### src/small_integer_alu_overflow_promote_unit_defines.svh
// Assertion macros for the small-integer ALU.
// Used by the top level only; no other dependencies.
`ifndef SMALL_INTEGER_ALU_OVERFLOW_PROMOTE_UNIT_DEFINES_SVH
`define SMALL_INTEGER_ALU_OVERFLOW_PROMOTE_UNIT_DEFINES_SVH

// Check that a property holds on every clock edge outside reset.
`define SIAOP_ASSERT(lbl, prop, msg) \
  lbl: assert property (@(posedge clk_i) disable iff (!rst_ni) (prop)) else $error(msg);

// Check an implication on every clock edge outside reset.
`define SIAOP_ASSERT_IMP(lbl, ante, cons, msg) \
  lbl: assert property (@(posedge clk_i) disable iff (!rst_ni) (ante) |-> (cons)) \
    else $error(msg);

`endif

### src/siaop_pkg.sv
// Types and constants for the small-integer ALU.
// No dependencies.
package siaop_pkg;

  typedef enum logic [2:0] {
    OP_ADD  = 3'd0,
    OP_SUB  = 3'd1,
    OP_MUL  = 3'd2,
    OP_DIV  = 3'd3,
    OP_REM  = 3'd4,
    OP_AND  = 3'd5,
    OP_EQ   = 3'd6,
    OP_LESS = 3'd7
  } op_e;

  localparam int unsigned DataW  = 32;
  localparam int unsigned WideW  = 64;
  // One divider cell per quotient bit.
  localparam int unsigned NumCells = 32;

  localparam logic signed [WideW-1:0] Int32Max = 64'sd2147483647;
  localparam logic signed [WideW-1:0] Int32Min = -64'sd2147483648;

  typedef struct packed {
    logic [2:0]              kind;
    logic signed [DataW-1:0] left_operand;
    logic signed [DataW-1:0] right_operand;
  } in_req_t;

  typedef struct packed {
    logic signed [WideW-1:0] value;
    logic                    needs_promotion;
    logic                    divide_error;
  } out_req_t;

  // Control and data moving down the cell chain.
  typedef struct packed {
    logic                    valid;
    logic [2:0]              kind;
    logic                    neg_quo;   // quotient negative
    logic                    neg_rem;   // remainder negative
    logic                    div_zero;
    logic [DataW:0]          rem;       // partial remainder (magnitude)
    logic [DataW-1:0]        quo;       // shifts in quotient bits, dividend out
    logic [DataW-1:0]        divisor;   // divisor magnitude
    logic signed [WideW-1:0] result;    // finished value for non-divide ops
  } cell_t;

endpackage

### src/siaop_cell.sv
// One chain cell: a restoring divide step on one quotient bit, passing the
// request to the next cell. Depends on siaop_pkg.
module siaop_cell import siaop_pkg::*; (
  input  logic  clk_i,
  input  logic  rst_ni,
  input  logic  adv_i,
  input  cell_t prev_i,
  output cell_t cell_o
);

  cell_t          cell_d, cell_q;
  logic           valid_q;
  logic [DataW:0] trial;
  logic [DataW+1:0] diff;

  // Shift in one dividend bit and try the subtract.
  always_comb begin
    cell_d = prev_i;
    trial  = {prev_i.rem[DataW-1:0], prev_i.quo[DataW-1]};
    diff   = {1'b0, trial} - {2'b00, prev_i.divisor};
    if (!diff[DataW+1]) begin
      cell_d.rem = diff[DataW:0];
      cell_d.quo = {prev_i.quo[DataW-2:0], 1'b1};
    end else begin
      cell_d.rem = trial;
      cell_d.quo = {prev_i.quo[DataW-2:0], 1'b0};
    end
  end

  // Advance valid under reset; payload needs none.
  always_ff @(posedge clk_i or negedge rst_ni) begin
    if (!rst_ni) begin
      valid_q <= 1'b0;
    end else if (adv_i) begin
      valid_q <= cell_d.valid;
    end
  end

  always_ff @(posedge clk_i) begin
    if (adv_i) begin
      cell_q <= cell_d;
    end
  end

  // Merge the reset valid bit with the payload.
  always_comb begin
    cell_o       = cell_q;
    cell_o.valid = valid_q;
  end

endmodule

### config.mk
export PLATFORM = sky130hd
export DESIGN_NAME = siaop_cell
export DESIGN_NICKNAME = d
export VERILOG_FILES = /design/src/small_integer_alu_overflow_promote_unit_defines.svh /design/src/siaop_pkg.sv /design/src/siaop_cell.sv
export SDC_FILE = /design/constraint.sdc
export NUM_CORES = 1
export LEC_CHECK = 0
export ABC_AREA = 1
export BUFFER_PORTS_ARGS = -buffer_cell sky130_fd_sc_hd__clkbuf_2
export CORE_AREA = 3 3 130 132
export DETAILED_ROUTE_END_ITERATION = 16
export DIE_AREA = 0 0 133 135
export PLACE_DENSITY_LB_ADDON = 0.3
export SYNTH_ARGS = -nofsm -noshare
export SYNTH_HDL_FRONTEND = slang
export SYNTH_SLANG_ARGS = --single-unit
### constraint.sdc
create_clock -name clk_i -period 2 [get_ports clk_i]
set_clock_uncertainty 0.05 [all_clocks]
set_input_delay 0.2 -clock clk_i [delete_from_list [all_inputs] [get_ports clk_i]]
set_output_delay 0.2 -clock clk_i [all_outputs]
set_load 0.02 [all_outputs]
* After elaboration in Yosys (flattened, before gate mapping)
Cells that the tools add are included.
** Cells by class
- Add/sub/neg operators :: 1
- $mul :: 0
- Divide/modulo/power cells :: 0
- $lt $le $gt $ge :: 0
- Equality and inequality tests :: 0
- Shifts and indexed selects :: 0
- Mux-type cells :: 1
- Bitwise operators :: 0
- Reduce and logical (&&, ||, !) cells :: 0
** Operators by type and width (number)
- 65-bit 2-to-1 mux :: 1
- 33-bit by 32-bit subtractor with 34-bit output :: 1
** Storage, ports and cells
- Register bits :: 168
- Bits in latches :: 0
- Memory bits (writable) :: 0
- ROM bits :: 0
- Input bits :: 171
- Output and inout port bits :: 168
- Word-level logic and storage cells :: 11
- Memories :: 0

* Depth between registers and ports, before layout
- Depth after elaboration :: 2
- Depth in mapped cells :: 16

* Worst setup path after synthesis
No wires, ideal clock.
- Path type :: input to register
- Start point :: in prev_i[127] in the netlist's numbering
- End point :: reg cell_q, in the netlist cell_o[160] (data pin)
- Library setup time :: 249 ps
- Arrival time :: 1639 ps
- Required time :: 1701 ps
- Setup slack :: 62 ps
- Stages on the path :: 16
- Path buffers :: 0
- Cell sequence :: inv_1 ha_1 inv_1 fa_1 nand3_1 nand3_1 nand2_1 nand2_1 nand2_1 nand2_1 nand2_1 nand2_1 nand2_1 nand2_1 nand2_1 inv_1
** RTL lines
- start: declaration :: RTL line siaop_cell.sv:7 : input cell_t prev_i,
- end signal: assignment :: RTL line siaop_cell.sv:41 : cell_q <= cell_d;
- end: declaration :: RTL line siaop_cell.sv:11 : cell_t cell_d, cell_q;

==> impl_metrics.toml <==
[synthesis]
async_flop_share_pct = 0.595
synth_nets = 1037
synth_most_common_cell = "nand2_1"
synthDistinctLibCells = 33
ys_seq_elements = 168
synth.avg_cell_area_um2 = 9.95
synth_commonest_cells = "nand2_1 (279), edfxtp_1 (167), inv_1 (150)"
ys_warn_count = 0
yosys-top-cells-area = "edfxtp_1 (60%), nand2_1 (13%), inv_1 (6.8%), ha_1 (4.8%), nand3_1 (3.8%)"
synthCells = 833
syn-cell-area_mm2 = 0.00829
synth_edf_count = 167
ys_seq_area_share_pct = 60.8
synth_top_area_share_pct = 60.5
yosys_most_used_dff = "edfxtp_1"
yosys.area.top_type = "edfxtp_1"

[pwr]
ir_worst_vdd_mv = 0.737
p_leak_uw = 0.00666
cellPowerDensity_mw_per_mm2 = 798
power_uw = 10400

[final_layout]
nets = 1626
fill_cells = 895
final_cell_count_no_fill = 1658
area_growth_pct = 57.5
drive_gt1_share_pct = 35.3

[cts]
htree_levels = 4
numCtsBuffers = 17
cts.path.max_buffers = 2
clock-root-buffer = "clkbuf_16"
cts_setup_buffers = 0
cts.sinks = 168
clk_latency_ns = 0.44
cts_tree = "yes"
clkTransAtPathRegs_ns = 0.07

[global_routing]
grt_max_degree = 38
overflow = 0
grt_pass1_vias = 8802
grt_pass1_wl_um = 51000
antenna_found_initial = 8
track_usage_pct = 37.8

[placement]
gp_congestion = 0.949
place.port_buffers = 337
hpwl_um = 20700
place_inst = 1486
place_ws_ns = -0.237

[setup_path]
cpMaxStageDelayCell = "ha_1"
worstSetupPathType = "primary input to flip-flop"
endpoint_kind = "flip-flop"
slowest_delay_ns = 0.37
crit_arrival_ns = 2.14
path_cells = "clkbuf_2 > inv_1 > ha_1 > nand2_1 > nor2_1 > nand2_1 > nand2_1 > inv_1 > nand2_2 > nand2_4 > buf_4 > nand3_1 > nand2_1"
cpLargestDelayFamily = "simple AND/OR/NAND/NOR gates"
start_kind = "primary input"
worstPathMaxFanout = 16
crit_buf_inv = 4
required_ns = 2.14
crit_path_frequent_cell = "nand2_1"

[detailed_routing]
drtPass1Iterations = 5
ant_nets = 0
wire_per_inst_um = 21.1
via_per_inst = 5.32
detail_route.iter0.violations = 952
vias = 8823
drt_wl_total_um = 35000
drc = 0

[floorplan]
die_area_mm2 = 0.0180
num_rows = 46
die_h_um = 135
die_w_um = 133
ios = 339
start_util_pct = 52.4
fp.coreArea_mm2 = 0.0158

[timing]
whs_ns = 0.0250
setup_ws_ns = 0.00221
setup_viol = 0
slew_violations = 0
final.period_utilization_pct = 99.9
worst_pin_slew_ns = 0.315
fmax_mhz = 501
slew_headroom_pct = 78.9
hold_viol_final = 0
period_minus_slack_ns = 2.00
totalNegativeSetupSlack_ns = 0

[status]
status = "completed"

[job]
maxCapViolCount = 0

[worst_hold_path]
hold_class = "primary input to flip-flop"
[layout make-up]
type	count	area, um2	share of cell area [%]
Clock inverter	15	153	1.17
Clock buffer	17	425	3.26
Antenna cell	7	17.5	0.134
Inverter	152	571	4.37
Sequential cell	168	5040	38.6
Multi-Input combinational cell	503	2610	20.0
Timing Repair Buffer	580	3980	30.4
Tap cell	216	270	2.07
[final timing paths]
kind	slack [ns]	cells past startpoint	to	from
min in group asynchronous	0.04	2	valid_q$_DFFE_PN0P_	rst_ni
worst max-delay path	0.002	13	cell_o[143]$_DFFE_PP_	prev_i[79]
worst min-delay path	0.02	2	cell_o[80]$_DFFE_PP_	prev_i[80]
max in group asynchronous	1.77	2	valid_q$_DFFE_PN0P_	rst_ni
worst min register to register	0.48	1	valid_q$_DFFE_PN0P_	valid_q$_DFFE_PN0P_
worst max register to register	1.19	1	valid_q$_DFFE_PN0P_	valid_q$_DFFE_PN0P_
[cell usage in the layout, fill, tap and decap left out, drive strengths merged, types with 3 or more instances in the layout]
master / instances
a21oi: 20
and2: 10
buf: 111
clkbuf: 353
clkinv: 7
diode: 7
dlygate4sd3: 133
edfxtp: 167
ha: 32
inv: 159
nand2: 284
nand3: 74
nand3b: 6
nand4: 7
nor2: 42
nor3: 5
o21bai: 3
xor2: 15
[cell families after synthesis]
family / Yosys count / synth area share, %
multiplexers: 1 / 0.136
AND/OR/NAND/NOR: 430 / 22.9
buffers and inverters: 162 / 7.92
adder cells (fa/ha/maj): 33 / 5.07
AO/OA/AOI/OAI: 24 / 1.58
flip-flops: 168 / 60.8
XOR/XNOR: 15 / 1.58
[where the power goes]
group | leakage [uW] | switching [uW] | internal, uW
clock network | 0.000281 | 1700 | 1670
logic | 0.00474 | 1600 | 1060
registers | 0.00165 | 137 | 4260
total | 0.00666 | 3440 | 6990
[timing repair]
| item | in CTS | in global routing |
|---|---|---|
| endpoints found under the setup margin | 0 | 25 |
| hold buffers | 133 | 0 |
| hold endpoints to repair | 133 | 0 |
| resized for setup | 0 | 6 |
[routing by layer]
layer,GRT usage (%),vias to the layer above,part of all wire [%]
met5,0,-,0.077
met4,20.0,4,6.1
met3,9.58,165,9.9
met2,65.7,693,49
met1,42.9,4065,34
li1,-,3896,-
[metrics by stage]
step	utilization, %	cell area, um2
finish	82.5	13100
global route	82.5	13100
CTS	82.2	13000
detailed placement	70.2	11100
global placement	70.2	11100
floorplan	-	8290
[state kept, by name, summed over array words and instances (netlist names)]
name     count
cell_o     167
valid_q      1
No activity file was read; power rests on OpenSTA's default activity.
